===== src/sv/sha_pkg.sv =====
// Shared types, constants and round functions for the SHA-256 byte stream hasher.
package sha_pkg;

   typedef enum logic [2:0] {
      ST_IDLE,
      ST_PAD,
      ST_LENBLK,
      ST_ROUND,
      ST_ADD,
      ST_DONE
   } state_type;

   localparam int unsigned NUM_WORDS = 16;
   localparam int unsigned NUM_HASH  = 8;
   localparam int unsigned NUM_ROUND = 64;
   localparam int unsigned LEN_POS   = 56;
   localparam logic [7:0]  PAD_BYTE  = 8'h80;

   localparam logic [31:0] K_TABLE [NUM_ROUND] = '{
      32'h428a2f98, 32'h71374491, 32'hb5c0fbcf, 32'he9b5dba5,
      32'h3956c25b, 32'h59f111f1, 32'h923f82a4, 32'hab1c5ed5,
      32'hd807aa98, 32'h12835b01, 32'h243185be, 32'h550c7dc3,
      32'h72be5d74, 32'h80deb1fe, 32'h9bdc06a7, 32'hc19bf174,
      32'he49b69c1, 32'hefbe4786, 32'h0fc19dc6, 32'h240ca1cc,
      32'h2de92c6f, 32'h4a7484aa, 32'h5cb0a9dc, 32'h76f988da,
      32'h983e5152, 32'ha831c66d, 32'hb00327c8, 32'hbf597fc7,
      32'hc6e00bf3, 32'hd5a79147, 32'h06ca6351, 32'h14292967,
      32'h27b70a85, 32'h2e1b2138, 32'h4d2c6dfc, 32'h53380d13,
      32'h650a7354, 32'h766a0abb, 32'h81c2c92e, 32'h92722c85,
      32'ha2bfe8a1, 32'ha81a664b, 32'hc24b8b70, 32'hc76c51a3,
      32'hd192e819, 32'hd6990624, 32'hf40e3585, 32'h106aa070,
      32'h19a4c116, 32'h1e376c08, 32'h2748774c, 32'h34b0bcb5,
      32'h391c0cb3, 32'h4ed8aa4a, 32'h5b9cca4f, 32'h682e6ff3,
      32'h748f82ee, 32'h78a5636f, 32'h84c87814, 32'h8cc70208,
      32'h90befffa, 32'ha4506ceb, 32'hbef9a3f7, 32'hc67178f2
   };

   localparam logic [31:0] INIT_H [NUM_HASH] = '{
      32'h6a09e667, 32'hbb67ae85, 32'h3c6ef372, 32'ha54ff53a,
      32'h510e527f, 32'h9b05688c, 32'h1f83d9ab, 32'h5be0cd19
   };

   function automatic logic [31:0] big_s0(input logic [31:0] x);
      return {x[1:0], x[31:2]} ^ {x[12:0], x[31:13]} ^ {x[21:0], x[31:22]};
   endfunction

   function automatic logic [31:0] big_s1(input logic [31:0] x);
      return {x[5:0], x[31:6]} ^ {x[10:0], x[31:11]} ^ {x[24:0], x[31:25]};
   endfunction

   function automatic logic [31:0] small_s0(input logic [31:0] x);
      return {x[6:0], x[31:7]} ^ {x[17:0], x[31:18]} ^ {3'b000, x[31:3]};
   endfunction

   function automatic logic [31:0] small_s1(input logic [31:0] x);
      return {x[16:0], x[31:17]} ^ {x[18:0], x[31:19]} ^ {10'd0, x[31:10]};
   endfunction

   function automatic logic [31:0] choose(input logic [31:0] e, input logic [31:0] f,
                                          input logic [31:0] g);
      return (e & f) ^ (~e & g);
   endfunction

   function automatic logic [31:0] majority(input logic [31:0] a, input logic [31:0] b,
                                            input logic [31:0] c);
      return (a & b) ^ (a & c) ^ (b & c);
   endfunction

endpackage


===== src/sv/sha256_byte_stream_hasher.sv =====
// Top level of the SHA-256 byte stream hasher: byte buffer, round sequencer and digest register.
//
// Usage: the req channel carries one message byte per item (req_has_byte marks a byte,
// req_last ends the message). The rsp channel carries one 256-bit digest per message,
// split in four 64-bit fields, first digest byte in the top bits of the first field.
// Both channels use valid/stall; an item moves when valid is high and stall is low.
// A byte that does not complete a 64-byte block is taken without raising req_stall.
// A byte that completes a block holds req_stall high while the single
// round unit runs 64 rounds (one per cycle) and the add state adds into the hash words.
// For the last item, each final block runs a setup state, the rounds and the add (one final
// block, or two when 56 or more bytes remain), then the digest register is loaded.
// A digest waits in the output register while the next message is taken; a finished
// digest waits inside the block only while the previous one is still stalled.
// Reset (synchronous, active high) loads the initial hash words, clears the byte count
// and length, and drops rsp_valid.
module sha256_byte_stream_hasher
   import sha_pkg::*;
(
   input  logic        clock,
   input  logic        reset,
   input  logic        req_valid,
   output logic        req_stall,
   input  logic [7:0]  req_data_byte,
   input  logic        req_has_byte,
   input  logic        req_last,
   output logic        rsp_valid,
   input  logic        rsp_stall,
   output logic [63:0] rsp_digest_bytes_0_to_7,
   output logic [63:0] rsp_digest_bytes_8_to_15,
   output logic [63:0] rsp_digest_bytes_16_to_23,
   output logic [63:0] rsp_digest_bytes_24_to_31
);

   state_type   state_ff, state_in;
   logic [5:0]  fill_ff;
   logic [63:0] bits_ff;
   logic [5:0]  round_ff;
   logic        last_pend_ff;
   logic        fin_ff;
   logic        lenblk_ff;
   logic        rsp_valid_ff;
   logic [31:0] w_ff    [NUM_WORDS];
   logic [31:0] hash_ff [NUM_HASH];
   logic [31:0] v_ff    [NUM_HASH];
   logic [63:0] digest_ff [4];

   logic        accept;
   logic        load_out;
   logic        block_full;
   logic [31:0] t1;
   logic [31:0] t2;
   logic [31:0] w_next;

   assign block_full = (fill_ff == 6'd63);

   // next state
   always_comb begin
      state_in = state_ff;
      case (state_ff)
         ST_IDLE: begin
            if (accept) begin
               if (req_has_byte && block_full) begin
                  state_in = ST_ROUND;
               end else if (req_last) begin
                  state_in = ST_PAD;
               end
            end
         end
         ST_PAD:    state_in = ST_ROUND;
         ST_LENBLK: state_in = ST_ROUND;
         ST_ROUND: begin
            if (round_ff == 6'd63) begin
               state_in = ST_ADD;
            end
         end
         ST_ADD: begin
            if (fin_ff) begin
               state_in = ST_DONE;
            end else if (lenblk_ff) begin
               state_in = ST_LENBLK;
            end else if (last_pend_ff) begin
               state_in = ST_PAD;
            end else begin
               state_in = ST_IDLE;
            end
         end
         ST_DONE: begin
            if (load_out) begin
               state_in = ST_IDLE;
            end
         end
         default: state_in = ST_IDLE;
      endcase
   end

   // outputs of the sequencer
   always_comb begin
      req_stall = 1'b1;
      load_out  = 1'b0;
      case (state_ff)
         ST_IDLE: req_stall = 1'b0;
         ST_DONE: load_out  = !rsp_valid_ff || !rsp_stall;
         default: begin
            req_stall = 1'b1;
            load_out  = 1'b0;
         end
      endcase
   end

   assign accept = req_valid && !req_stall;

   assign t1 = v_ff[7] + big_s1(v_ff[4]) + choose(v_ff[4], v_ff[5], v_ff[6])
             + K_TABLE[round_ff] + w_ff[0];
   assign t2 = big_s0(v_ff[0]) + majority(v_ff[0], v_ff[1], v_ff[2]);
   assign w_next = small_s1(w_ff[14]) + w_ff[9] + small_s0(w_ff[1]) + w_ff[0];

   always_ff @(posedge clock) begin
      if (reset) begin
         state_ff     <= ST_IDLE;
         fill_ff      <= '0;
         bits_ff      <= '0;
         round_ff     <= '0;
         last_pend_ff <= 1'b0;
         fin_ff       <= 1'b0;
         lenblk_ff    <= 1'b0;
         rsp_valid_ff <= 1'b0;
         for (int i = 0; i < NUM_HASH; i++) begin
            hash_ff[i] <= INIT_H[i];
         end
      end else begin
         state_ff <= state_in;
         if (accept) begin
            last_pend_ff <= req_has_byte && block_full && req_last;
            if (req_has_byte) begin
               fill_ff <= fill_ff + 6'd1;
               bits_ff <= bits_ff + 64'd8;
            end
         end
         if (state_ff == ST_ROUND) begin
            round_ff <= round_ff + 6'd1;
         end else begin
            round_ff <= '0;
         end
         if (state_ff == ST_PAD) begin
            last_pend_ff <= 1'b0;
            fin_ff       <= (fill_ff < 6'(LEN_POS));
            lenblk_ff    <= (fill_ff >= 6'(LEN_POS));
         end
         if (state_ff == ST_LENBLK) begin
            fin_ff    <= 1'b1;
            lenblk_ff <= 1'b0;
         end
         if (state_ff == ST_ADD) begin
            for (int i = 0; i < NUM_HASH; i++) begin
               hash_ff[i] <= hash_ff[i] + v_ff[i];
            end
         end
         if (load_out) begin
            fill_ff      <= '0;
            bits_ff      <= '0;
            fin_ff       <= 1'b0;
            rsp_valid_ff <= 1'b1;
            for (int i = 0; i < NUM_HASH; i++) begin
               hash_ff[i] <= INIT_H[i];
            end
         end else if (!rsp_stall) begin
            rsp_valid_ff <= 1'b0;
         end
      end
   end

   // byte buffer, doubling as the message schedule window
   always_ff @(posedge clock) begin
      case (state_ff)
         ST_IDLE: begin
            if (accept && req_has_byte) begin
               w_ff[fill_ff[5:2]][{~fill_ff[1:0], 3'b000} +: 8] <= req_data_byte;
            end
         end
         ST_PAD: begin
            for (int j = 0; j < NUM_WORDS; j++) begin
               if (j < NUM_WORDS - 2 || fill_ff >= 6'(LEN_POS)) begin
                  for (int b = 0; b < 4; b++) begin
                     if (6'(4 * j + b) == fill_ff) begin
                        w_ff[j][8 * (3 - b) +: 8] <= PAD_BYTE;
                     end else if (6'(4 * j + b) > fill_ff) begin
                        w_ff[j][8 * (3 - b) +: 8] <= 8'd0;
                     end
                  end
               end
            end
            if (fill_ff < 6'(LEN_POS)) begin
               w_ff[NUM_WORDS - 2] <= bits_ff[63:32];
               w_ff[NUM_WORDS - 1] <= bits_ff[31:0];
            end
         end
         ST_LENBLK: begin
            for (int j = 0; j < NUM_WORDS - 2; j++) begin
               w_ff[j] <= '0;
            end
            w_ff[NUM_WORDS - 2] <= bits_ff[63:32];
            w_ff[NUM_WORDS - 1] <= bits_ff[31:0];
         end
         ST_ROUND: begin
            for (int j = 0; j < NUM_WORDS - 1; j++) begin
               w_ff[j] <= w_ff[j + 1];
            end
            w_ff[NUM_WORDS - 1] <= w_next;
         end
         default: begin
         end
      endcase
   end

   // working variables: run a round, else track the hash words
   always_ff @(posedge clock) begin
      if (state_ff == ST_ROUND) begin
         v_ff[7] <= v_ff[6];
         v_ff[6] <= v_ff[5];
         v_ff[5] <= v_ff[4];
         v_ff[4] <= v_ff[3] + t1;
         v_ff[3] <= v_ff[2];
         v_ff[2] <= v_ff[1];
         v_ff[1] <= v_ff[0];
         v_ff[0] <= t1 + t2;
      end else begin
         for (int i = 0; i < NUM_HASH; i++) begin
            v_ff[i] <= hash_ff[i];
         end
      end
   end

   always_ff @(posedge clock) begin
      if (load_out) begin
         for (int i = 0; i < 4; i++) begin
            digest_ff[i] <= {hash_ff[2 * i], hash_ff[2 * i + 1]};
         end
      end
   end

   assign rsp_valid                 = rsp_valid_ff;
   assign rsp_digest_bytes_0_to_7   = digest_ff[0];
   assign rsp_digest_bytes_8_to_15  = digest_ff[1];
   assign rsp_digest_bytes_16_to_23 = digest_ff[2];
   assign rsp_digest_bytes_24_to_31 = digest_ff[3];

`ifndef SYNTHESIS
   a_round_idle : assert property (@(posedge clock) disable iff (reset)
      (state_ff != ST_ROUND) |-> (round_ff == 6'd0))
      else $error("round counter running outside the round state");

   a_flags_excl : assert property (@(posedge clock) disable iff (reset)
      !(fin_ff && lenblk_ff))
      else $error("final and length-block flags both set");

   a_done_loads : assert property (@(posedge clock) disable iff (reset)
      (state_ff == ST_DONE && !rsp_valid_ff) |=> (rsp_valid_ff && state_ff == ST_IDLE))
      else $error("finished digest not loaded into empty output register");

   a_reinit : assert property (@(posedge clock) disable iff (reset)
      load_out |=> (fill_ff == 6'd0 && bits_ff == 64'd0 && hash_ff[0] == INIT_H[0]))
      else $error("state not reinitialized after digest");
`endif

endmodule


===== config.mk =====
export PLATFORM = sky130hd
export DESIGN_NAME = sha256_byte_stream_hasher
export DESIGN_NICKNAME = d
export VERILOG_FILES = /design/src/sv/sha_pkg.sv /design/src/sv/sha256_byte_stream_hasher.sv
export SDC_FILE = /design/constraint.sdc
export NUM_CORES = 2
export LEC_CHECK = 0
export ABC_AREA = 1
export BUFFER_PORTS_ARGS = -buffer_cell sky130_fd_sc_hd__buf_4
export CELL_PAD_IN_SITES_DETAIL_PLACEMENT = 1
export CELL_PAD_IN_SITES_GLOBAL_PLACEMENT = 2
export CORE_MARGIN = 4
export CORE_UTILIZATION = 38
export CTS_CLUSTER_DIAMETER = 200
export DETAILED_ROUTE_END_ITERATION = 6
export PLACE_DENSITY_LB_ADDON = 0.1
export SYNTH_ARGS = -nofsm -noshare
export SYNTH_HDL_FRONTEND = slang
export SYNTH_SLANG_ARGS = --single-unit

===== constraint.sdc =====
create_clock -name clock -period 13.35 [get_ports clock]
set_clock_uncertainty 0.2 [all_clocks]
set_input_delay 1.335 -clock clock [delete_from_list [all_inputs] [get_ports clock]]
set_output_delay 1.335 -clock clock [all_outputs]
set_load 0.005 [all_outputs]

==> metrics list <==
- Clock transition at the register clock pins on the worst setup and hold paths after CTS: 0.06 ns
- Along the worst path, the maximum fanout reaches 12.
- Core area: 0.223 mm2
- Nets: 11724
- The critical path contains buffers and inverters numbering 5 combined.
- Setup fix buffers added after clock tree synthesis: 0
- The total overflow left after global routing is 0.
- TritonCTS Buffers: 163
- Aggregate routed wire length: 416000 um
- Main synth FF type: sky130_fd_sc_hd__dfxtp_1
- STA puts the critical path data arrival time at 9.95 ns.
- Outcome: complete, but fails checks
- The longest clock path from root to sink contains 3 buffers.
- For the pin with the worst max-slew slack, the measured transition is 1.72 ns.
- In this design, the largest share of critical-path delay is due to adder cells.
- The critical path is of the flop to flop type.
* Slew margin rel.: -15.0%
- Clock sinks: 1360
* Post-synthesis area per instance: 7.81 um2
- TritonCTS built the clock tree.
- The clock tree synthesis step divided the H-tree into 4 levels.
- The area growth from synthesis to layout is 12.4%.
* Max frequency: 106 MHz
* Via count of the first global-routing pass: 83076
- The final count of pins violating max slew came to 70.
- Antenna violations before repair: 16
- The worst setup path is launched from a flop.
- For this run, the total global-route usage over all layers was measured as 34.9%.
- Crit path largest cell delay: 0.64 ns
- Pin placement for this block handled 272 I/O pins.
- Setup total negative slack on the finished layout was measured at 0 ns.
- Setup repair after global routing left no endpoint under its margin.
- Share of flip-flops with an asynchronous set or reset after synthesis: 0%
* # resized after CTS: 0
- Core Rows: 173
- Synthesized Nets: 11561
* Hold bufs inserted after CTS: 0
- Detailed-router iteration count before antenna repair: 6
* Setup slack on the worst flop-to-flop path: 3.94 ns
* Sequential share of the synthesized area: 39.3%
- During synthesis, Yosys emitted a total of 0 warnings.
* Cell with the largest stage delay on the worst path: sky130_fd_sc_hd__fa_1
- In this run, distinct cell masters in the synthesized netlist total 71.
* Full die area: 0.233 mm2
- The startpoint identified for the worst register-to-register timing path is round_ff[0].
- CTS root buf: sky130_fd_sc_hd__clkbuf_16
- Clock latency on the worst-skew pair, taken at its later pin, is 0.87 ns.
* Violation count after the first detailed-route iteration: 7727
- Critical Path End Type: flop
- Once detailed placement completed, the half-perimeter wirelength came to 331000 um.
* Cell count after synthesis: 10952
- Maximum capacitance violations: 0
* Hold-critical path depth: 2
- After synthesis the netlist holds a flip-flop and latch count of 1360.
- For the worst flop-to-flop path, the logic depth is 31.
- Leading cell type in the layout, fill and taps excluded: sky130_fd_sc_hd__nand2_1
* Die boundary height: 482 um
- In this design, the critical path's most frequently occurring cell is sky130_fd_sc_hd__a21oi_1.
- Summing every instance area after synthesis gives 0.0855 mm2.
- Share of post-route cells with drive strength above 1: 7.58%
- For this configuration, the core starts out at a cell density of 38.4%.
- Maximum number of pins on one net before global-route repair: 163
* Failing checks: slew limit
* Port-buffer cells: 271
- The library cells used most frequently in the layout, excluding fill and tap cells, are sky130_fd_sc_hd__nand2_1 (2474), sky130_fd_sc_hd__inv_1 (1173), sky130_fd_sc_hd__o21ai_0 (977).
- Wire length of the first global-routing pass: 594000 um
- In this run the critical register-to-register path is captured at v_ff[0][20].
- For this run, design rule violations remaining after detail routing come to 0.
* Avg WL per Cell: 29.2 um
* Hold worst-path end: w_ff[8][7]
* EDFF count, synth: 640
* Min-Delay Path Class: flop to flop
- Worst endpoint required time: 13.89 ns
- Via count: 82258
- In this run the remaining antenna-violating nets after routing total 0.
* Per-cell via count in the routed design: 5.78
* Period Utilization, post-route: 70.5%
- The worst hold path begins at w_ff[8][7].
- The die is 482 um wide.
* Number of setup violations in the final report: 0
* Hold violation total from the final report: 0
* Post-route minimum period: 9.41 ns
- Placer's final routability congestion estimate: 1.01
==> how the worst max path moves through the flow <==
stage | from | end | slack (ns) | cells past startpoint
2_1_floorplan | rsp_stall | hash_ff[0][100] | 1.59 | 5
3_3_place_gp | round_ff[0] | v_ff[0][20] | 4.11 | 31
3_5_place_dp | round_ff[0] | v_ff[0][20] | 4.09 | 31
4_1_cts | round_ff[0] | v_ff[0][20] | 4.04 | 31
5_1_grt | round_ff[0] | v_ff[0][20] | 3.40 | 31
6_report | round_ff[0] | v_ff[0][20] | 3.94 | 31
==> through the flow <==
step                      setup WS, ns  instances  hold WS [ns]  instance area (um2)  utilization, %
after floorplan                   1.59      10952         0.234                85500               -
after global placement            4.11      13925         0.246                90500            40.6
after detailed placement          4.09      13925         0.254                90500            40.6
after CTS                         4.04      14232         0.269                96100            43.1
after global routing              3.40      14233         0.287                96100            43.1
final                             3.94      14241         0.267                96100            43.1
==> worst reg2reg max path, delay by kind of cell, from the launching register on <==
family	cells	cell delay, ns
adders and majority gates	7	3.38
AOI/OAI and AO/OA	11	2.98
and+or+nand+nor	7	0.97
buffers and inverters	5	0.80
DFF	1	0.59
xor gates and xnor gates	1	0.41
==> cell families after synthesis <==
logic type / synth area share [%]
AND/OR/NAND/NOR: 21.0
AO/OA/AOI/OAI: 17.7
buffers and inverters: 7.25
flip-flops: 39.3
adder cells (fa/ha/maj): 10.7
XOR/XNOR: 3.83
multiplexers: 0.152
==> synth_stat cells (all sizes together), types with 168 or more instances <==
cell type,instances,area (um2)
a21oi,896,4510
clkbuf,245,920
dfxtp,720,14400
edfxtp,640,19200
fa,195,3900
ha,400,5000
inv,1233,4630
nand2,2501,9470
nand3,534,2700
nor2,888,3470
o21ai,1116,5720
xnor2,168,1470
xor2,206,1800
==> flip-flops by register name, indices dropped and copies added, names as in the netlist <==
register / flops
w_ff: 512
fin_ff: 1
bits_ff: 61
round_ff: 6
fill_ff: 6
last_pend_ff: 1
digest_ff: 256
lenblk_ff: 1
state_ff: 3
hash_ff: 256
rsp_valid: 1
v_ff: 256
==> per-layer routing <==
| metal | vias to the layer above | track usage, % | part of all wire, % |
|---|---|---|---|
| li1 | 37409 | - | - |
| met5 | - | 0 | 0.0031 |
| met3 | 805 | 4.92 | 6.1 |
| met2 | 2970 | 55.9 | 45 |
| met4 | 2 | 18.0 | 6.1 |
| met1 | 41072 | 46.1 | 43 |
==> final cells by class <==
type	count	area (um2)
fill	27087	127000
multi-input combinational	7985	45700
sequential	1360	33600
inverter	1236	4650
clock buffer	221	4500
tap	2975	3720
timing repair buffer	369	2810
clock inverter	86	1030
antenna	9	22.5
Power is left out: the tool's default activity adds up to more than one toggle a clock period on the data nets, which glitch-free logic cannot reach.
